===== src/rtl/core/i2cerd_pkg.sv =====
// ----------------------------------------------------------------------------
// i2cerd_pkg
// types and constants shared by the eeprom read master
// ----------------------------------------------------------------------------
package i2cerd_pkg;

  localparam int PAGE_BYTES = 64;
  localparam int ADDR_W     = 16;
  localparam int BYTE_CNT_W = 7;

  // configuration register indexes
  typedef enum logic [0:0] {
    CFG_DEVICE_ADDRESS = 1'b0,
    CFG_PHASE_TICKS    = 1'b1
  } cfg_index_t;

  // bus sequencer steps
  typedef enum logic [4:0] {
    ST_IDLE = 5'd0,
    ST_SA   = 5'd1,
    ST_SB   = 5'd2,
    ST_SC   = 5'd3,
    ST_SD   = 5'd4,
    ST_WLO  = 5'd5,
    ST_WHI  = 5'd6,
    ST_WALO = 5'd7,
    ST_WAHI = 5'd8,
    ST_RLO  = 5'd9,
    ST_RHI  = 5'd10,
    ST_RALO = 5'd11,
    ST_RAHI = 5'd12
  } step_t;

  typedef struct packed {
    logic              start_request;
    logic              operation;
    logic [ADDR_W-1:0] address;
    logic              sda_in;
  } in_t;

  typedef struct packed {
    logic       scl_level;
    logic       sda_pull_low;
    logic       byte_valid;
    logic [7:0] byte_value;
    logic       last_byte;
    logic       busy_res;
    logic       no_ack;
  } out_t;

endpackage


===== src/rtl/core/i2c_eeprom_read_master.sv =====
// ----------------------------------------------------------------------------
// i2c_eeprom_read_master
// i2c master for a 16-bit-addressed eeprom: random byte read and page read
// ----------------------------------------------------------------------------
//
//  channel | direction | payload          | transaction
//  --------+-----------+------------------+-------------------------------
//  in_     | input     | i2cerd_pkg::in_t | one bus timing tick
//  out_    | output    | i2cerd_pkg::out_t| bus levels and status per tick
//  cfg_    | input     | index + 8b data  | one register write
//
//  one tick is taken per clock; its result is in the output register on the
//  next cycle, and the sequencer logic sits between the state registers and
//  that output register
//  a new tick is accepted while the output register is empty or being taken
//  reset (synchronous, rst_n low) returns the sequencer to idle with the bus
//  released and the registers at their defaults; cfg_ready is always high
//
module i2c_eeprom_read_master (
  input  logic             clk,
  input  logic             rst_n,
  input  logic             in_valid,
  output logic             in_ready,
  input  i2cerd_pkg::in_t  in_data,
  output logic             out_valid,
  input  logic             out_ready,
  output i2cerd_pkg::out_t out_data,
  input  logic             cfg_valid,
  output logic             cfg_ready,
  input  logic [0:0]       cfg_index,
  input  logic [7:0]       cfg_data
);
  import i2cerd_pkg::*;

  // configuration registers
  logic [6:0] dev_addr_r;
  logic [7:0] phase_ticks_r;

  // sequencer state
  step_t                 step_r, step_nxt;
  logic [3:0]            bit_cnt_r, bit_cnt_nxt;
  logic [BYTE_CNT_W-1:0] byte_cnt_r, byte_cnt_nxt;
  logic [7:0]            tick_cnt_r, tick_cnt_nxt;
  logic [7:0]            shift_r, shift_nxt;
  logic [ADDR_W-1:0]     addr_r, addr_nxt;
  logic                  page_mode_r, page_mode_nxt;
  logic                  nack_r, nack_nxt;

  // output register
  logic out_valid_r;
  out_t out_data_r, res;

  // state after a possible start this tick
  step_t                 cur_step;
  logic [BYTE_CNT_W-1:0] cur_byte_cnt;
  logic [3:0]            cur_bit_cnt;
  logic [7:0]            cur_tick_cnt;
  logic [7:0]            cur_shift;
  logic [ADDR_W-1:0]     cur_addr;
  logic                  cur_page_mode;
  logic                  cur_nack;

  logic       scl, pull;
  logic       last_rd;
  logic [7:0] phase_len;
  logic [8:0] tick_inc;
  logic       phase_end;
  logic [3:0] bit_inc;
  logic [7:0] rd_shift;
  logic       rd_valid;
  logic       in_fire;

  assign in_fire   = in_valid && in_ready;
  assign in_ready  = !out_valid_r || out_ready;
  assign cfg_ready = 1'b1;
  assign out_valid = out_valid_r;
  assign out_data  = out_data_r;

  // start handling: an idle (or unknown) step picks up a request at once
  always_comb begin
    cur_step      = step_r;
    cur_byte_cnt  = byte_cnt_r;
    cur_bit_cnt   = bit_cnt_r;
    cur_tick_cnt  = tick_cnt_r;
    cur_shift     = shift_r;
    cur_addr      = addr_r;
    cur_page_mode = page_mode_r;
    cur_nack      = nack_r;
    if (step_r == ST_IDLE || step_r > ST_RAHI) begin
      cur_step = ST_IDLE;
      if (in_data.start_request) begin
        cur_page_mode = in_data.operation;
        // page index scaled to a byte address, low bits kept
        cur_addr      = in_data.operation ?
                        ADDR_W'(in_data.address * ADDR_W'(PAGE_BYTES)) : in_data.address;
        cur_nack      = 1'b0;
        cur_byte_cnt  = '0;
        cur_bit_cnt   = '0;
        cur_tick_cnt  = '0;
        cur_shift     = {dev_addr_r, 1'b0};
        cur_step      = ST_SA;
      end
    end
  end

  // last read byte: always in single mode, final page byte in page mode
  assign last_rd = !cur_page_mode || (cur_byte_cnt == BYTE_CNT_W'(PAGE_BYTES - 1));

  // bus levels for the current step
  always_comb begin
    case (cur_step)
      ST_SA:   begin scl = 1'b0; pull = 1'b0; end
      ST_SB:   begin scl = 1'b1; pull = 1'b0; end
      ST_SC:   begin scl = 1'b1; pull = 1'b1; end
      ST_SD:   begin scl = 1'b0; pull = 1'b1; end
      ST_WLO:  begin scl = 1'b0; pull = !cur_shift[7]; end
      ST_WHI:  begin scl = 1'b1; pull = !cur_shift[7]; end
      ST_WALO, ST_RLO: begin scl = 1'b0; pull = 1'b0; end
      ST_WAHI, ST_RHI: begin scl = 1'b1; pull = 1'b0; end
      // ack driven low except after the last byte
      ST_RALO: begin scl = 1'b0; pull = !last_rd; end
      ST_RAHI: begin scl = 1'b1; pull = !last_rd; end
      default: begin scl = 1'b1; pull = 1'b0; end
    endcase
  end

  // phase timer; a phase length of zero behaves as one
  assign phase_len = (phase_ticks_r == 8'd0) ? 8'd1 : phase_ticks_r;
  assign tick_inc  = {1'b0, cur_tick_cnt} + 9'd1;
  assign phase_end = (cur_step != ST_IDLE) && (tick_inc >= {1'b0, phase_len});
  assign bit_inc   = cur_bit_cnt + 4'd1;
  assign rd_shift  = {cur_shift[6:0], in_data.sda_in};

  // next step and datapath
  always_comb begin
    step_nxt      = cur_step;
    bit_cnt_nxt   = cur_bit_cnt;
    byte_cnt_nxt  = cur_byte_cnt;
    tick_cnt_nxt  = cur_tick_cnt;
    shift_nxt     = cur_shift;
    addr_nxt      = cur_addr;
    page_mode_nxt = cur_page_mode;
    nack_nxt      = cur_nack;
    rd_valid      = 1'b0;
    if (cur_step != ST_IDLE) begin
      tick_cnt_nxt = phase_end ? 8'd0 : tick_inc[7:0];
    end
    if (phase_end) begin
      case (cur_step)
        ST_SA: step_nxt = ST_SB;
        ST_SB: step_nxt = ST_SC;
        ST_SC: step_nxt = ST_SD;
        ST_SD: begin
          bit_cnt_nxt = '0;
          step_nxt    = ST_WLO;
        end
        ST_WLO: step_nxt = ST_WHI;
        ST_WHI: begin
          shift_nxt   = {cur_shift[6:0], 1'b0};
          bit_cnt_nxt = bit_inc;
          step_nxt    = (bit_inc >= 4'd8) ? ST_WALO : ST_WLO;
        end
        ST_WALO: step_nxt = ST_WAHI;
        ST_WAHI: begin
          // sticky flag for a missing ack, transfer carries on
          if (in_data.sda_in) begin
            nack_nxt = 1'b1;
          end
          bit_cnt_nxt = '0;
          if (cur_byte_cnt == BYTE_CNT_W'(0)) begin
            shift_nxt    = cur_addr[15:8];
            byte_cnt_nxt = BYTE_CNT_W'(1);
            step_nxt     = ST_WLO;
          end else if (cur_byte_cnt == BYTE_CNT_W'(1)) begin
            shift_nxt    = cur_addr[7:0];
            byte_cnt_nxt = BYTE_CNT_W'(2);
            step_nxt     = ST_WLO;
          end else if (cur_byte_cnt == BYTE_CNT_W'(2)) begin
            // repeated start with the read bit
            shift_nxt    = {dev_addr_r, 1'b1};
            byte_cnt_nxt = BYTE_CNT_W'(3);
            step_nxt     = ST_SA;
          end else begin
            byte_cnt_nxt = '0;
            shift_nxt    = '0;
            step_nxt     = ST_RLO;
          end
        end
        ST_RLO: step_nxt = ST_RHI;
        ST_RHI: begin
          shift_nxt   = rd_shift;
          bit_cnt_nxt = bit_inc;
          if (bit_inc >= 4'd8) begin
            rd_valid = 1'b1;
            step_nxt = ST_RALO;
          end else begin
            step_nxt = ST_RLO;
          end
        end
        ST_RALO: step_nxt = ST_RAHI;
        ST_RAHI: begin
          if (last_rd) begin
            step_nxt     = ST_IDLE;
            byte_cnt_nxt = '0;
          end else begin
            byte_cnt_nxt = cur_byte_cnt + BYTE_CNT_W'(1);
            step_nxt     = ST_RLO;
          end
          bit_cnt_nxt = '0;
          shift_nxt   = '0;
        end
        default: step_nxt = ST_IDLE;
      endcase
    end
  end

  // result of this tick
  always_comb begin
    res.scl_level    = scl;
    res.sda_pull_low = pull;
    res.byte_valid   = rd_valid;
    res.byte_value   = rd_valid ? rd_shift : 8'd0;
    res.last_byte    = rd_valid && last_rd;
    res.busy_res     = (step_nxt != ST_IDLE) || rd_valid;
    res.no_ack       = nack_nxt;
  end

  // configuration writes
  always_ff @(posedge clk) begin
    if (!rst_n) begin
      dev_addr_r    <= 7'd80;
      phase_ticks_r <= 8'd2;
    end else if (cfg_valid) begin
      case (cfg_index_t'(cfg_index))
        CFG_DEVICE_ADDRESS: dev_addr_r    <= cfg_data[6:0];
        CFG_PHASE_TICKS:    phase_ticks_r <= cfg_data;
        default: ;
      endcase
    end
  end

  // sequencer state, advanced once per accepted tick
  always_ff @(posedge clk) begin
    if (!rst_n) begin
      step_r      <= ST_IDLE;
      bit_cnt_r   <= '0;
      byte_cnt_r  <= '0;
      tick_cnt_r  <= '0;
      shift_r     <= '0;
      addr_r      <= '0;
      page_mode_r <= 1'b0;
      nack_r      <= 1'b0;
    end else if (in_fire) begin
      step_r      <= step_nxt;
      bit_cnt_r   <= bit_cnt_nxt;
      byte_cnt_r  <= byte_cnt_nxt;
      tick_cnt_r  <= tick_cnt_nxt;
      shift_r     <= shift_nxt;
      addr_r      <= addr_nxt;
      page_mode_r <= page_mode_nxt;
      nack_r      <= nack_nxt;
    end
  end

  // output register
  always_ff @(posedge clk) begin
    if (!rst_n) begin
      out_valid_r <= 1'b0;
    end else if (in_fire) begin
      out_valid_r <= 1'b1;
    end else if (out_ready) begin
      out_valid_r <= 1'b0;
    end
  end

  always_ff @(posedge clk) begin
    if (in_fire) begin
      out_data_r <= res;
    end
  end

endmodule

===== config.mk =====
export PLATFORM = sky130hd
export DESIGN_NAME = i2c_eeprom_read_master
export DESIGN_NICKNAME = d
export VERILOG_FILES = /design/src/rtl/core/i2cerd_pkg.sv /design/src/rtl/core/i2c_eeprom_read_master.sv
export SDC_FILE = /design/constraint.sdc
export NUM_CORES = 1
export LEC_CHECK = 0
export BUFFER_PORTS_ARGS = -buffer_cell sky130_fd_sc_hd__buf_4
export CAP_MARGIN = 20
export CORE_MARGIN = 4
export CORE_UTILIZATION = 45
export CTS_CLUSTER_DIAMETER = 200
export DETAILED_ROUTE_END_ITERATION = 12
export REMOVE_ABC_BUFFERS = 1
export SLEW_MARGIN = 20
export SYNTH_ARGS = -nofsm -noshare
export SYNTH_HDL_FRONTEND = slang
export SYNTH_SLANG_ARGS = --single-unit

===== constraint.sdc =====
create_clock -name clk -period 6.6 [get_ports clk]
set_input_delay 0.99 -clock clk [delete_from_list [all_inputs] [get_ports clk]]
set_output_delay 0.99 -clock clk [all_outputs]
set_load 0.02 [all_outputs]

==> results by group, run 1 <==
Routing
  – DRC viols: 0
  – Drt total wl: 12300 µm
  – Vias per cell: 5.84
  – Post-DRT Antenna Nets: 0
  – 1st-iter DRT viols: 318
  – Via Count: 4353
  – Routed len/inst: 16.5 µm
  – Pre-antenna DRT Iters: 7

Clocking
  – Clock buffer depth: 2
  – Clock transition at the registers of the reported paths: 0.09 ns
  – Hold-fix buffers at CTS: 0
  – H-Tree Depth: 3
  – Clock sinks: 80
  – CTS tree: built
  – CTS Buf Count: 9
  – Clk_lat worst skew: 0.35 ns
  – Postcts setup bufs: 0
  – CTS root buf: clkbuf_8
  – Post_cts resized: 0

Timing
  – Hold Violations, Final: 0
  – Minimum clock period: 4.56 ns
  – Setup tns final: 0 ns
  – Fin. max-slew vios: 0
  – Setup Skew: 0.0164 ns
  – Max transition margin: 0.407
  – Setup-failing EPs final: 0
  – Final period utilization: 0.691
  – Fmax: 219 MHz
  – Slew @ Worst Pin: 0.883 ns
  – RSZ-0062 raised after global routing: no

Die
  – Io pins: 50
  – Starting Density: 0.462
  – CORE AREA: 0.0104 mm²
  – Die area: 0.0124 mm²
  – Die X: 111 µm
  – FP Rows: 37
  – Die Y: 111 µm

Layout
  – N_diodes: 0
  – Layout cell share with drive strength beyond 1: 0.128
  – FF+latch area: 0.00174 mm²
  – Multi-input gate area: 0.00278 mm²
  – Fillers: 1025
  – Post-layout net count: 651
  – Area growth, synth to finish: 11.2%
  – Final Core Density: 0.514
  – Final non-filler cell area: 0.00533 mm²

Critical path
  – Critical Path AT: 4.67 ns
  – Crit. End Element: flop
  – Critical-path maximum fanout: 22
  – Kind of critical path: flop to flop
  – Worst endpoint required time: 6.71 ns
  – Crit path launch type: flop

Synth
  – Sequential share of the synthesized area: 0.363
  – Netlist cell types: 71
  – Mapped Area: 0.00479 mm²
  – Yosys warns: 0
  – Share of the synthesized area in the top cell type: 0.276
  – Area leader, netlist: dfxtp_1
  – Cells after synthesis: 590
  – Post-synth EDFFs: 14
  – Yosys reg bits: 80
  – Ys async rst share: 0
  – Mapped Avg Cell Area: 8.12 µm²
  – Leading register cell type out of synthesis: dfxtp_1
  – Most frequent cell after synthesis: nand2_1
  – Commonest cells post-synth: nand2_1 (97), dfxtp_1 (66), nand3_1 (48), nor2_1 (47), clkbuf_1 (32)
  – Synth area leaders: dfxtp_1 (28%), edfxtp_1 (8.8%), nand2_1 (7.6%)

Global route
  – GRT Residual Overflow: 0
  – Initial antenna violation count: 0
  – GRT Overall Usage: 0.198
  – Vias in the first global route: 4048
  – First-pass GRT wire length: 20300 µm
  – Largest net degree at the start of global routing: 64

Place
  – # port buffers: 48
  – Placed Area: 0.00513 mm²
  – RD Place Congestion: 0.844
  – Final HPWL DP: 8760 µm

Power
  – Leakage: 0.00222 µW
  – VDD IR max: 88.7 µV
  – PwrDens: 200 mW/mm²

Run status
  – Status: finished, final reports clean

Run
  – Max cap viols: 0

Min path
  – Worst Hold Class: flop to flop
==> layer usage <==
layer / wire, µm / track usage / share of wire
met1: 5720 / 0.279 / 0.47
met2: 5610 / 0.311 / 0.46
met3: 785 / 0.0344 / 0.064
met4: 179 / 0.0568 / 0.015
met5: 0 / 0 / 0
==> kinds of logic (layout without fill, tap and decap cells) <==
kind of cell,Yosys count,in the layout,share of synthesized area
buffers and inverters,63,83,0.0564
DFF,80,80,0.363
AOI/OAI and AO/OA,151,151,0.237
xor gates and xnor gates,11,11,0.0201
muxes,18,18,0.0379
adders and majority gates,14,14,0.0363
and+or+nand+nor,252,252,0.248
other,1,1,0.000783
==> sequential cells by signal, summed over array words and instances, names as in the netlist <==
| signal | flops |
|---|---|
| addr_r | 16 |
| out_data | 14 |
| phase_ticks_r | 8 |
| shift_r | 8 |
| tick_cnt_r | 8 |
| byte_cnt_r | 7 |
| dev_addr_r | 7 |
| step_r | 5 |
| bit_cnt_r | 4 |
| nack_r | 1 |
| out_valid | 1 |
| page_mode_r | 1 |
==> cell type report <==
cell class / instances / share of cell area
Clock inverter: 3 / 0.00423
Multi-Input combinational cell: 447 / 0.522
Inverter: 16 / 0.0113
Tap cell: 136 / 0.0319
Timing Repair Buffer: 51 / 0.0719
Clock buffer: 13 / 0.0319
Sequential cell: 80 / 0.327
==> worst max-delay path: stages, from the launching register on <==
cell      delay, ns
dfxtp_1        0.89
o211a_4        0.30
o31a_1         0.54
buf_4          0.36
nor2_1         0.09
ha_1           0.31
and3_1         0.20
a221oi_1       0.35
o21ai_0        0.29
nor2_2         0.37
or3_1          0.39
inv_2          0.05
and2_1         0.15
==> worst paths after layout <==
path / endpoint / slack, ns / from / depth (start not counted)
setup / recovery: out_data[2]$_DFFE_PP_ / 2.04 / step_r[3]$_SDFFE_PN0P_ / 12
hold / removal: phase_ticks_r[7]$_SDFFE_PN0P_ / 0.47 / phase_ticks_r[7]$_SDFFE_PN0P_ / 2
setup reg to reg: out_data[2]$_DFFE_PP_ / 2.04 / step_r[3]$_SDFFE_PN0P_ / 12
hold reg to reg: phase_ticks_r[7]$_SDFFE_PN0P_ / 0.47 / phase_ticks_r[7]$_SDFFE_PN0P_ / 2
==> metrics by stage <==
step	std cells	worst slack [ns]	total power [µW]	hold WS, ns
floorplan	543	2.69	645	0.421
global placement	730	2.26	715	0.439
detailed placement	730	2.04	718	0.452
CTS	746	2.05	1070	0.466
global route	746	1.69	1110	0.495
finish	746	2.04	1070	0.468
==> power by group <==
group	internal, µW	leakage, µW	switching, µW
clock	172	0.0000957	186
combinational	68.1	0.00145	107
sequential	516	0.000678	16.8
==> layout by cell type (no fill, tap or decap), types with 3 or more instances in the layout <==
cell,instances
dfxtp_1,66
buf_4,51
o31ai_1,11
ha_1,13
o21ai_0,22
a32oi_1,7
a31oi_1,3
nand2_1,97
nor2_1,47
clkbuf_8,10
nor3_1,6
xnor2_1,3
a221oi_1,4
nand3_1,48
or3_1,4
mux2i_1,17
and3_1,5
a21o_1,11
and2_1,8
a21boi_0,27
nand4_1,4
nor2b_1,11
nor4b_1,3
o211a_1,10
o221ai_1,7
edfxtp_1,14
a21oi_1,18
inv_1,15
nand2b_1,7
xor2_1,8
Note: power is estimated with default switching activity, not from simulation.
==> run 2, diff against run 1 <==
Clock period 6.6 ns to 4.4 ns, I/O delays scaled along.
==> results by group, run 2 (synthesis gave the netlist of run 1 again) <==
Run status
  – Status: finished, final reports clean

Die
  – Starting Density: 0.462
  – FP Rows: 37
  – Io pins: 50
  – CORE AREA: 0.0104 mm²
  – Die area: 0.0124 mm²
  – Die X: 111 µm
  – Die Y: 111 µm

Clocking
  – CTS tree: built
  – Clock sinks: 80
  – Clk_lat worst skew: 0.35 ns
  – H-Tree Depth: 3
  – Clock transition at the registers of the reported paths: 0.09 ns
  – CTS Buf Count: 9
  – Post_cts resized: 0
  – Hold-fix buffers at CTS: 0
  – Clock buffer depth: 2
  – Postcts setup bufs: 0
  – CTS root buf: clkbuf_8

Global route
  – Met1 usage: 0.290
  – GRT Overall Usage: 0.204
  – Largest net degree at the start of global routing: 64
  – Initial antenna violation count: 0
  – Busiest grt layer: met2
  – GRT Residual Overflow: 0
  – Met2 Resource Use GR: 0.314
  – M3 GR Usage: 0.0409
  – Vias in the first global route: 4047
  – First-pass GRT wire length: 20700 µm

Timing
  – Setup Skew: 0.00553 ns
  – Worst hold margin: 0.464 ns
  – Fmax: 265 MHz
  – Setup-failing EPs final: 0
  – Slew @ Worst Pin: 0.770 ns
  – Fin. max-slew vios: 0
  – RSZ-0062 raised after global routing: no
  – Max transition margin: 0.483
  – Final period utilization: 0.858
  – Minimum clock period: 3.77 ns
  – Setup tns final: 0 ns
  – Hold Violations, Final: 0

Routing
  – Vias per cell: 5.75
  – Routed len/inst: 16.6 µm
  – DRC viols: 0
  – Drt total wl: 12500 µm
  – Post-DRT Antenna Nets: 0
  – Pre-antenna DRT Iters: 5
  – Via Count: 4329
  – 1st-iter DRT viols: 270

Layout
  – N_diodes: 0
  – Post-layout net count: 658
  – Fin cells: 753
  – Max reg flops: 16
  – Commonest non-fill, non-tap cell in the layout: nand2_1
  – Biggest register: addr_r
  – Layout cell share with drive strength beyond 1: 0.139
  – Most frequent cells in the layout: nand2_1 (97), dfxtp_1 (66), buf_4 (58), nand3_1 (48), nor2_1 (47)
  – Fillers: 1009
  – Multi-input gate area: 0.00278 mm²
  – FF+latch area: 0.00174 mm²
  – Area growth, synth to finish: 12.2%

Critical path
  – Reg2reg end: out_data[2]$_DFFE_PP_
  – Worst Setup EP: out_data[2]$_DFFE_PP_
  – Critical path startpoint: step_r[0]$_SDFFE_PN0P_
  – Reg2Reg Depth: 11
  – Crit. End Element: flop
  – Critical-path top delay cell: o31a_1
  – CP max stage delay: 0.46 ns
  – Worst endpoint required time: 4.51 ns
  – R2r startpoint: step_r[0]$_SDFFE_PN0P_
  – Crit path launch type: flop
  – Critical Path AT: 3.89 ns
  – Cell breakdown of the critical path: nor4_4, o31a_1, nor2_1, ha_1, a21o_1, a221oi_1, o21ai_0, nor2_2, or3_1, inv_2, and2_1
  – Critical-path maximum fanout: 11
  – Kind of critical path: flop to flop
  – R2r setup slk: 0.63 ns

Run
  – Max cap viols: 0

Min path
  – Worst Hold Class: flop to flop

Power
  – PwrDens: 296 mW/mm²
  – VDD IR max: 176 µV
  – Leakage: 0.00226 µW

Place
  – Placed instance count: 737
  – RD Place Congestion: 0.838
  – Final HPWL DP: 8960 µm
  – # port buffers: 48
==> run 2: cell types whose count changed in the layout (fill, tap and decap cells not counted), sizes merged <==
cell / before / now
buf: 51 / 58
clkbuf: 13 / 11
clkinv: 0 / 2
clkinvlp: 1 / 2
inv: 18 / 17
==> run 2: metal layers <==
layer	vias to the layer above	wire length (µm)
met3	14	876
met2	164	5660
li1	2150	-
met4	0	182
met5	-	0
met1	2001	5780
==> run 2: how the worst min path moves through the flow <==
| stage | from | endpoint | cells past startpoint |
|---|---|---|---|
| detailed placement | shift_r[0]$_SDFFE_PN0P_ | shift_r[0]$_SDFFE_PN0P_ | 2 |
| global placement | byte_cnt_r[6]$_SDFFE_PN0P_ | byte_cnt_r[6]$_SDFFE_PN0P_ | 2 |
| CTS | shift_r[0]$_SDFFE_PN0P_ | shift_r[0]$_SDFFE_PN0P_ | 2 |
| floorplan | byte_cnt_r[6]$_SDFFE_PN0P_ | byte_cnt_r[6]$_SDFFE_PN0P_ | 2 |
| global route | phase_ticks_r[7]$_SDFFE_PN0P_ | phase_ticks_r[7]$_SDFFE_PN0P_ | 2 |
| finish | shift_r[0]$_SDFFE_PN0P_ | shift_r[0]$_SDFFE_PN0P_ | 2 |
==> run 2: power breakdown <==
group | leakage [µW] | internal [µW] | switching (µW) | total [µW]
combinational | 0.00149 | 105 | 167 | 272
clock | 0.0000911 | 242 | 285 | 526
sequential | 0.000678 | 773 | 18.7 | 792
total | 0.00226 | 1120 | 470 | 1590
==> run 2: stage by stage <==
step / area (µm²) / utilization / total power, µW / setup WS [ns]
2_1_floorplan: 4580 / - / 968 / 0.495
5_1_grt: 5380 / 0.519 / 1670 / 0.354
6_report: 5380 / 0.519 / 1590 / 0.626
3_3_place_gp: 5190 / 0.500 / 1080 / 0.791
4_1_cts: 5380 / 0.519 / 1610 / 0.662
3_5_place_dp: 5190 / 0.500 / 1080 / 0.650
==> run 2: layout make-up <==
class	instances	area share
Clock buffer	11	0.0284
Clock inverter	5	0.00698
Inverter	16	0.0112
Multi-Input combinational cell	447	0.517
Sequential cell	80	0.324
Tap cell	136	0.0316
Timing Repair Buffer	58	0.0810
==> run 2: critical path: cells and delay by family (launching register included) <==
family,cells,cell delay [ns]
AO/OA/AOI/OAI,4,1.27
adder cells (fa/ha/maj),1,0.33
buffers and inverters,1,0.05
flip-flops,1,0.38
AND/OR/NAND/NOR,5,1.49
